$ cat src/rtl/jdcd_pkg.sv
package jdcd_pkg;

  // register stages from input to output register
  localparam int DEPTH       = 15;
  // last register stage of the Gregorian and Julian front ends
  localparam int FRONT_STAGE = 9;
  // stage at which the weekday is final
  localparam int WDAY_STAGE  = 3;

  localparam logic [23:0] GREG_START = 24'd2299161;
  localparam int MONTH_SCALE = 2447;

  typedef logic [DEPTH-1:0] stage_en_t;

  // day count from 1 March style origin plus year base, handed to the tail
  typedef struct packed {
    logic [8:0]  days;
    logic [16:0] yr_base;
  } front_t;

  // floor(2447 * m / 80)
  function automatic logic [8:0] month_start(input logic [3:0] m);
    case (m)
      4'd0:    month_start = 9'd0;
      4'd1:    month_start = 9'd30;
      4'd2:    month_start = 9'd61;
      4'd3:    month_start = 9'd91;
      4'd4:    month_start = 9'd122;
      4'd5:    month_start = 9'd152;
      4'd6:    month_start = 9'd183;
      4'd7:    month_start = 9'd214;
      4'd8:    month_start = 9'd244;
      4'd9:    month_start = 9'd275;
      4'd10:   month_start = 9'd305;
      4'd11:   month_start = 9'd336;
      4'd12:   month_start = 9'd367;
      default: month_start = 9'd0;
    endcase
  endfunction

endpackage

$ cat src/rtl/jdcd_greg.sv
module jdcd_greg (
  input  logic                clk,
  input  jdcd_pkg::stage_en_t en,
  input  logic [23:0]         julian_day,
  output logic                greg,
  output jdcd_pkg::front_t    res
);
  import jdcd_pkg::*;

  localparam int DAYS_400Y  = 146097;
  localparam int YEAR_SCALE = 1461001;
  localparam int DAYS_4Y    = 1461;
  localparam int CENT_K     = 27;
  localparam int YEAR_K     = 28;
  // floor reciprocals: estimate is exact or one low
  localparam logic [9:0] CENT_RCP = 10'((1 << CENT_K) / DAYS_400Y);
  localparam logic [7:0] YEAR_RCP = 8'((1 << YEAR_K) / YEAR_SCALE);

  logic [26:0] x0, x1, x2;
  logic        g0, g1, g2, g3, g4, g5, g6, g7, g8;
  logic [8:0]  ce1, ce2;
  logic [26:0] cb2;
  logic [8:0]  cent3, cent4, cent5, cent6, cent7;
  logic [15:0] a1_3, a1_4, a1_5, a1_6, a1_7, a1_8;
  logic [27:0] yx4, yx5, yx6;
  logic [6:0]  y5, y6, y7, y8;
  logic [27:0] yb6;
  logic [17:0] p8;
  logic [15:0] c100_8;

  logic [36:0] ce_prod;
  logic [35:0] y_prod;
  logic [18:0] crem;
  logic        ccorr;
  logic [21:0] yrem;

  assign ce_prod = 37'(x0) * 37'(CENT_RCP);
  assign y_prod  = 36'(yx4) * 36'(YEAR_RCP);
  assign crem    = 19'(x2 - cb2);
  assign ccorr   = crem >= 19'(DAYS_400Y);
  assign yrem    = 22'(yx6 - yb6);

  always_ff @(posedge clk) begin
    if (en[0]) begin
      x0 <= {25'(julian_day) + 25'd68569, 2'b00};
      g0 <= julian_day >= GREG_START;
    end
    if (en[1]) begin
      ce1 <= ce_prod[CENT_K +: 9];
      x1  <= x0;
      g1  <= g0;
    end
    if (en[2]) begin
      cb2 <= 27'(27'(ce1) * 27'(DAYS_400Y));
      ce2 <= ce1;
      x2  <= x1;
      g2  <= g1;
    end
    if (en[3]) begin
      // a = a0 - (146097*cent + 3)/4 reduces to remainder / 4
      cent3 <= ce2 + 9'(ccorr);
      a1_3  <= 16'((ccorr ? crem - 19'(DAYS_400Y) : crem) >> 2);
      g3    <= g2;
    end
    if (en[4]) begin
      yx4   <= (28'(a1_3) + 28'd1) * 28'd4000;
      cent4 <= cent3;
      a1_4  <= a1_3;
      g4    <= g3;
    end
    if (en[5]) begin
      y5    <= y_prod[YEAR_K +: 7];
      yx5   <= yx4;
      cent5 <= cent4;
      a1_5  <= a1_4;
      g5    <= g4;
    end
    if (en[6]) begin
      yb6   <= 28'(28'(y5) * 28'(YEAR_SCALE));
      y6    <= y5;
      yx6   <= yx5;
      cent6 <= cent5;
      a1_6  <= a1_5;
      g6    <= g5;
    end
    if (en[7]) begin
      y7    <= y6 + 7'(yrem >= 22'(YEAR_SCALE));
      cent7 <= cent6;
      a1_7  <= a1_6;
      g7    <= g6;
    end
    if (en[8]) begin
      p8     <= 18'(18'(y7) * 18'(DAYS_4Y));
      c100_8 <= 16'(16'(cent7) * 16'd100);
      y8     <= y7;
      a1_8   <= a1_7;
      g8     <= g7;
    end
    if (en[FRONT_STAGE]) begin
      res.days    <= 9'(a1_8 + 16'd31 - 16'(p8 >> 2));
      res.yr_base <= 17'(c100_8) - 17'd4900 + 17'(y8);
      greg        <= g8;
    end
  end

endmodule

$ cat src/rtl/jdcd_jul.sv
module jdcd_jul (
  input  logic                clk,
  input  jdcd_pkg::stage_en_t en,
  input  logic [23:0]         julian_day,
  output jdcd_pkg::front_t    res
);
  import jdcd_pkg::*;

  localparam int DAYS_4Y = 1461;
  localparam int QUAD_K  = 25;
  localparam logic [14:0] QUAD_RCP = 15'((1 << QUAD_K) / DAYS_4Y);

  logic [24:0] xj0, xj1, xj2;
  logic [13:0] q1, q2, quad3, quad4;
  logic [24:0] qb2;
  logic [10:0] rf3, rf4;
  logic [1:0]  ny4;
  front_t      fr [5:FRONT_STAGE];

  logic [39:0] q_prod;
  logic [11:0] qrem;
  logic        qcorr;

  assign q_prod = 40'(xj0) * 40'(QUAD_RCP);
  assign qrem   = 12'(xj2 - qb2);
  assign qcorr  = qrem >= 12'(DAYS_4Y);
  assign res    = fr[FRONT_STAGE];

  always_ff @(posedge clk) begin
    if (en[0]) begin
      xj0 <= 25'(julian_day) + 25'd1401;
    end
    if (en[1]) begin
      q1  <= q_prod[QUAD_K +: 14];
      xj1 <= xj0;
    end
    if (en[2]) begin
      qb2 <= 25'(25'(q1) * 25'(DAYS_4Y));
      q2  <= q1;
      xj2 <= xj1;
    end
    if (en[3]) begin
      quad3 <= q2 + 14'(qcorr);
      rf3   <= 11'(qcorr ? qrem - 12'(DAYS_4Y) : qrem);
    end
    if (en[4]) begin
      // last day of a leap cycle stays in year three
      ny4   <= 2'(rf3 >= 11'd365) + 2'(rf3 >= 11'd730) + 2'(rf3 >= 11'd1095);
      rf4   <= rf3;
      quad4 <= quad3;
    end
    if (en[5]) begin
      fr[5].days    <= 9'(rf4 + 11'd31 - 11'(11'(ny4) * 11'd365));
      fr[5].yr_base <= 17'({quad4, 2'b00}) + 17'(ny4) - 17'd4716;
    end
    for (int k = 6; k <= FRONT_STAGE; k++) begin
      if (en[k]) begin
        fr[k] <= fr[k-1];
      end
    end
  end

endmodule

$ cat src/rtl/jdcd_wday.sv
module jdcd_wday (
  input  logic                clk,
  input  jdcd_pkg::stage_en_t en,
  input  logic [23:0]         julian_day,
  output logic [2:0]          weekday
);
  import jdcd_pkg::*;

  localparam int WK_K = 25;
  localparam logic [22:0] WK_RCP = 23'((1 << WK_K) / 7);

  logic [24:0] xw0, xw1, xw2;
  logic [21:0] w1;
  logic [24:0] wb2;
  logic [2:0]  wd [WDAY_STAGE:DEPTH-1];

  logic [47:0] w_prod;
  logic [3:0]  wrem;

  assign w_prod  = 48'(xw0) * 48'(WK_RCP);
  assign wrem    = 4'(xw2 - wb2);
  assign weekday = wd[DEPTH-1];

  always_ff @(posedge clk) begin
    if (en[0]) begin
      xw0 <= 25'(julian_day) + 25'd2;
    end
    if (en[1]) begin
      w1  <= w_prod[WK_K +: 22];
      xw1 <= xw0;
    end
    if (en[2]) begin
      wb2 <= 25'(25'(w1) * 25'd7);
      xw2 <= xw1;
    end
    if (en[WDAY_STAGE]) begin
      wd[WDAY_STAGE] <= 3'((wrem >= 4'd7) ? wrem - 4'd7 : wrem);
    end
    for (int k = WDAY_STAGE + 1; k < DEPTH; k++) begin
      if (en[k]) begin
        wd[k] <= wd[k-1];
      end
    end
  end

endmodule

$ cat src/rtl/jdcd_tail.sv
module jdcd_tail (
  input  logic                clk,
  input  jdcd_pkg::stage_en_t en,
  input  logic                greg,
  input  jdcd_pkg::front_t    g_res,
  input  jdcd_pkg::front_t    j_res,
  output logic [4:0]          day_of_month,
  output logic [3:0]          month,
  output logic signed [16:0]  year
);
  import jdcd_pkg::*;

  localparam int MON_K = 16;
  localparam logic [4:0] MON_RCP = 5'((1 << MON_K) / MONTH_SCALE);

  logic [8:0]  a10, a11, a12, a13;
  logic [16:0] yb10, yb11, yb12, yb13;
  logic [15:0] mx10, mx11, mx12;
  logic [3:0]  m11, m12, m13;
  logic [15:0] mb12;

  front_t      sel;
  logic [20:0] m_prod;
  logic [15:0] mrem;
  logic        t;

  assign sel    = greg ? g_res : j_res;
  assign m_prod = 21'(mx10) * 21'(MON_RCP);
  assign mrem   = mx12 - mb12;
  assign t      = m13 >= 4'd11;

  always_ff @(posedge clk) begin
    if (en[10]) begin
      a10  <= sel.days;
      yb10 <= sel.yr_base;
      mx10 <= 16'(16'(sel.days) * 16'd80);
    end
    if (en[11]) begin
      m11  <= m_prod[MON_K +: 4];
      mx11 <= mx10;
      a11  <= a10;
      yb11 <= yb10;
    end
    if (en[12]) begin
      mb12 <= 16'(16'(m11) * 16'(MONTH_SCALE));
      m12  <= m11;
      mx12 <= mx11;
      a12  <= a11;
      yb12 <= yb11;
    end
    if (en[13]) begin
      m13  <= m12 + 4'(mrem >= 16'(MONTH_SCALE));
      a13  <= a12;
      yb13 <= yb12;
    end
    if (en[DEPTH-1]) begin
      day_of_month <= 5'(a13 - month_start(m13));
      month        <= t ? m13 - 4'd10 : m13 + 4'd2;
      year         <= $signed(yb13 + 17'(t));
    end
  end

endmodule

$ cat src/rtl/julian_day_to_calendar_date.sv
// Julian day number to calendar date.
//
// Input channel: julian_day with jd_valid / jd_ready. Output channel:
// day_of_month, month, year (astronomical, two's complement) and weekday
// with date_valid / date_ready. An item moves when valid and ready are
// both high at a rising clock edge.
//
// Day numbers from 2299161 up use the Gregorian calendar, lower ones the
// Julian calendar. All divisions by constants but those by four are reciprocal
// multiplies with a one-step remainder correction; division by four is a shift.
//
// There are 15 register stages; while date_ready is high the block takes
// one item per cycle.
// Each stage has its own valid bit and loads whenever it is empty or the
// stage after it moves, so a stalled receiver holds the result in the
// output register while earlier stages keep filling bubbles; jd_ready
// drops only once every stage holds an item.
// Reset (rst, synchronous) clears all valid bits; no data is cleared.
module julian_day_to_calendar_date (
  input  logic               clk,
  input  logic               rst,
  input  logic               jd_valid,
  output logic               jd_ready,
  input  logic [23:0]        julian_day,
  output logic               date_valid,
  input  logic               date_ready,
  output logic [4:0]         day_of_month,
  output logic [3:0]         month,
  output logic signed [16:0] year,
  output logic [2:0]         weekday
);
  import jdcd_pkg::*;

  stage_en_t vld;
  stage_en_t en;
  logic      greg;
  front_t    g_res;
  front_t    j_res;

  // stage k moves when the output moves or some stage from k on is empty
  always_comb begin
    for (int k = 0; k < DEPTH; k++) begin
      en[k] = date_ready | ~&(vld | ((stage_en_t'(1) << k) - stage_en_t'(1)));
    end
  end

  assign jd_ready   = en[0];
  assign date_valid = vld[DEPTH-1];

  always_ff @(posedge clk) begin
    if (rst) begin
      vld <= '0;
    end else begin
      if (en[0]) begin
        vld[0] <= jd_valid;
      end
      for (int k = 1; k < DEPTH; k++) begin
        if (en[k]) begin
          vld[k] <= vld[k-1];
        end
      end
    end
  end

  jdcd_greg u_greg (
    .clk        (clk),
    .en         (en),
    .julian_day (julian_day),
    .greg       (greg),
    .res        (g_res)
  );

  jdcd_jul u_jul (
    .clk        (clk),
    .en         (en),
    .julian_day (julian_day),
    .res        (j_res)
  );

  jdcd_wday u_wday (
    .clk        (clk),
    .en         (en),
    .julian_day (julian_day),
    .weekday    (weekday)
  );

  jdcd_tail u_tail (
    .clk          (clk),
    .en           (en),
    .greg         (greg),
    .g_res        (g_res),
    .j_res        (j_res),
    .day_of_month (day_of_month),
    .month        (month),
    .year         (year)
  );

endmodule
$ cat config.mk
export PLATFORM = sky130hd
export DESIGN_NAME = julian_day_to_calendar_date
export DESIGN_NICKNAME = d
export VERILOG_FILES = /design/src/rtl/jdcd_pkg.sv /design/src/rtl/jdcd_greg.sv /design/src/rtl/jdcd_jul.sv /design/src/rtl/jdcd_wday.sv /design/src/rtl/jdcd_tail.sv /design/src/rtl/julian_day_to_calendar_date.sv
export SDC_FILE = /design/constraint.sdc
export NUM_CORES = 2
export LEC_CHECK = 0
export BUFFER_PORTS_ARGS = -buffer_cell sky130_fd_sc_hd__buf_2
export CAP_MARGIN = 25
export CORE_MARGIN = 1
export CORE_UTILIZATION = 58
export CTS_CLUSTER_SIZE = 14
export DETAILED_ROUTE_END_ITERATION = 12
export GPL_ROUTABILITY_DRIVEN = 0
export PLACE_DENSITY = 0.73
export SKIP_LAST_GASP = 1
export SYNTH_ARGS = -nofsm -noshare
export SYNTH_HDL_FRONTEND = slang
export SYNTH_HIERARCHICAL = 1
export SYNTH_SLANG_ARGS = --single-unit
$ cat constraint.sdc
create_clock -name clk -period 13.2 [get_ports clk]
set_input_delay 1.32 -clock clk [delete_from_list [all_inputs] [get_ports clk]]
set_output_delay 1.32 -clock clk [all_outputs]
set_load 0.05 [all_outputs]
==> run summary <==
slowest stage cell on the critical path - edfxtp_1
Synth Register Bits - 896
GRT Residual Overflow - 0
post-synth top area share - 41.33%
routed length on met3 - 4022 microns
Tot GR Track Use - 21.10%
adder-cell share of the synthesized area - 33.00%
min-delay src - u_greg/cent4[5]$_DFFE_PP_
worst r2r src - u_jul/xj0[10]$_DFFE_PP_
outcome - complete, no violations
PostCTS Resize Cnt - 0
cells on worst reg2reg path - 19
HP Class - reg -> reg
Crit Path Max Fanout - 8
arrival time at the worst endpoint - 6.72 ns
Hold Path Cell Cnt - 0
Yosys cell types - 98
CTS Hold Bufs - 0
EDFF count, synth - 876
WL met2 - 56,560 microns
Rel. slew slack - 35.02%
port bufs - 58
Core Footprint - 108,900 sq um
Final Cycle Share - 47.68%
Min Hold Slack - 0.3957 ns
FF-to-FF End - u_jul/q1[11]$_DFFE_PP_
global-route wire length before repair - 187,700 microns
CTS tree - built
DRC errors left - 0
commonest cells in the netlist - inv_1, edfxtp_1, ha_1
synthesized instance count - 5,143
top_reg_cell synth - edfxtp_1
largest cells by area after synthesis - edfxtp_1, fa_1, ha_1
Worst-path clk slew - 0.06 ns
CP Cell Sequence - ha_1, fa_1, inv_1, fa_1, fa_1, inv_1, fa_1, inv_1, fa_1, inv_1, ha_1, and4_1, o2111ai_1, a21o_1, a211oi_1, o41ai_2, a21oi_1, nor4_1, or3_1
layout cells sized above 1 - 5.621%
fin worst setup slack - 6.906 ns
Pins Over Slew Limit - 0
die height - 333.3 microns
filler cell count - 8,134
worst path required time - 13.63 ns
Detail Route Antenna Nets - 0
pin count of the biggest net entering global routing - 77
Setup Viol. Count Final - 0
fin nets - 6,657
post-route minimum period - 6.294 ns
CTS Buf Count - 91
fin cells - 6,753
area delta synth->final - 8.034%
Mapped Nets - 6,534
starting density of the core - 58.47%
RSZ-0062 raised after global routing - false
simple logic cell fraction of the synthesized area - 5.178%
CP Launch Type - flip-flop
total setup buffers inserted after CTS - 0
Compound-Gate Fraction of Synth Area - 6.155%
Synth Warn # - 6
max layer used - met5
average wire per standard cell - 16.75 microns
die width - 333.3 microns
clock root cell - clkbuf_16
worst slack, placed - 6.863 ns
FF-to-FF setup slack - 6.91 ns
Worst path most repeated cell - fa_1
antenna violations before repair - 3
met1 WL - 49,190 microns
crit end category - flip-flop
via/cell ratio - 5.324
dpl cells - 6,585
io pins - 59
Fmax - 0.1589 GHz
Post-Route WL - 113,100 microns
clock sink count - 896
XOR/XNOR Fraction of Synth Area - 5.573%
Synth area leader - edfxtp_1
largest family of logic cells by synthesized area - adder cells
total number of vias - 35.96k
vias in the first global route - 37.56k
Hold EP - u_greg/cent5[5]$_DFFE_PP_
post-synthesis instance area - 63,650 sq um
Max Clock Skew - 0.05596 ns
die area - 111,100 sq um
worst-margin pin slew - 0.9747 ns
drt pass-1 iters - 5
CP peak stage delay - 0.60 ns
sequential area share after synthesis - 41.96%
final hold vios - 0
WS Path Type - reg -> reg
multiplexer area fraction after synthesis - 0.8060%
Clock Latency Late Sink - 0.68 ns
most numerous cell in the Yosys netlist - inv_1
async set-reset flop share out of synthesis - 0%
deepest clock path buffer count - 3
Fin Setup TNS - 0 ns
Row Count - 121
mean area per synthesized cell - 12.38 sq um
number of DRC markers in iteration 0 - 1,830
HPWL after detailed placement - 90,480 microns
H-tree Lvls - 3
maxcap violations - 0
registers in the layout, summed over array words and instances, names as in the netlist, 19 cells and up, named ones only:
signal and count:
u_jul/xj0 25, u_greg/yx4 23, u_jul/fr 130, u_greg/yb6 19
u_greg/res 26, u_greg/x0 25, u_wday/xw0 25, u_wday/wd 36
layout by cell type, fill, tap and decap left out, types with 81 or more instances in the layout:
cell	synthesis	layout
a21oi_1	182	182
fa_1	525	525
clkbuf_16	0	91
edfxtp_1	876	876
nand2_1	132	128
xnor2_1	277	277
xor2_1	128	128
ha_1	838	838
inv_1	1161	1160
o21ai_0	87	87
nand3_1	83	81
nor2_1	134	134
through the flow:
step,area (sq um),utilization [%]
floorplan,63650,-
global placement,65550,60.21
detailed placement,65560,60.23
CTS,68710,63.12
global route,68760,63.17
finish,68760,63.17
per-layer routing:
layer  vias to the layer above  track usage, %
met1                     17570           26.89
li1                      17570               -
met5                         -               0
met3                       206           3.128
met4                         2           6.324
met2                       603           37.18
worst max-delay path: cells and delay by family, from the launching register on:
family | cells | cell delay [ns]
fa+ha+maj | 7 | 3.39
compound gates | 5 | 1.14
simple gates | 3 | 0.76
flops | 1 | 0.60
buf+inv | 4 | 0.23
worst max-delay path by stage:
stage | cells past startpoint | end | slack [ns] | startpoint
floorplan | 20 | u_jul/q1[11]$_DFFE_PP_ | 7.36 | u_jul/xj0[11]$_DFFE_PP_
finish | 19 | u_jul/q1[11]$_DFFE_PP_ | 6.91 | u_jul/xj0[10]$_DFFE_PP_
global route | 19 | u_jul/q1[11]$_DFFE_PP_ | 6.59 | u_jul/xj0[10]$_DFFE_PP_
CTS | 19 | u_jul/q1[11]$_DFFE_PP_ | 6.88 | u_jul/xj0[10]$_DFFE_PP_
detailed placement | 19 | u_jul/q1[11]$_DFFE_PP_ | 6.86 | u_jul/xj0[11]$_DFFE_PP_
global placement | 19 | u_jul/q1[11]$_DFFE_PP_ | 7.05 | u_jul/xj0[10]$_DFFE_PP_
cell type report:
| type | instances | area, sq um | area share [%] |
|---|---|---|---|
| antenna | 2 | 5.005 | 0.007278 |
| tap | 1414 | 1769 | 2.573 |
| sequential | 896 | 26710 | 38.84 |
| clock buffer | 107 | 2337 | 3.399 |
| multi-input combinational | 3039 | 32310 | 46.99 |
| clock inverter | 57 | 812.0 | 1.181 |
| inverter | 1164 | 4372 | 6.358 |
| timing repair buffer | 74 | 450.4 | 0.6551 |
kinds of logic after synthesis:
kind of cell	count (synthesis)
XOR/XNOR	405
adder cells (fa/ha/maj)	1364
flip-flops	896
AND/OR/NAND/NOR	644
buffers and inverters	1208
AO/OA/AOI/OAI	580
multiplexers	46
Power is not shown: default switching activity piles up to over one toggle a cycle in this logic, so the estimate is an artifact.
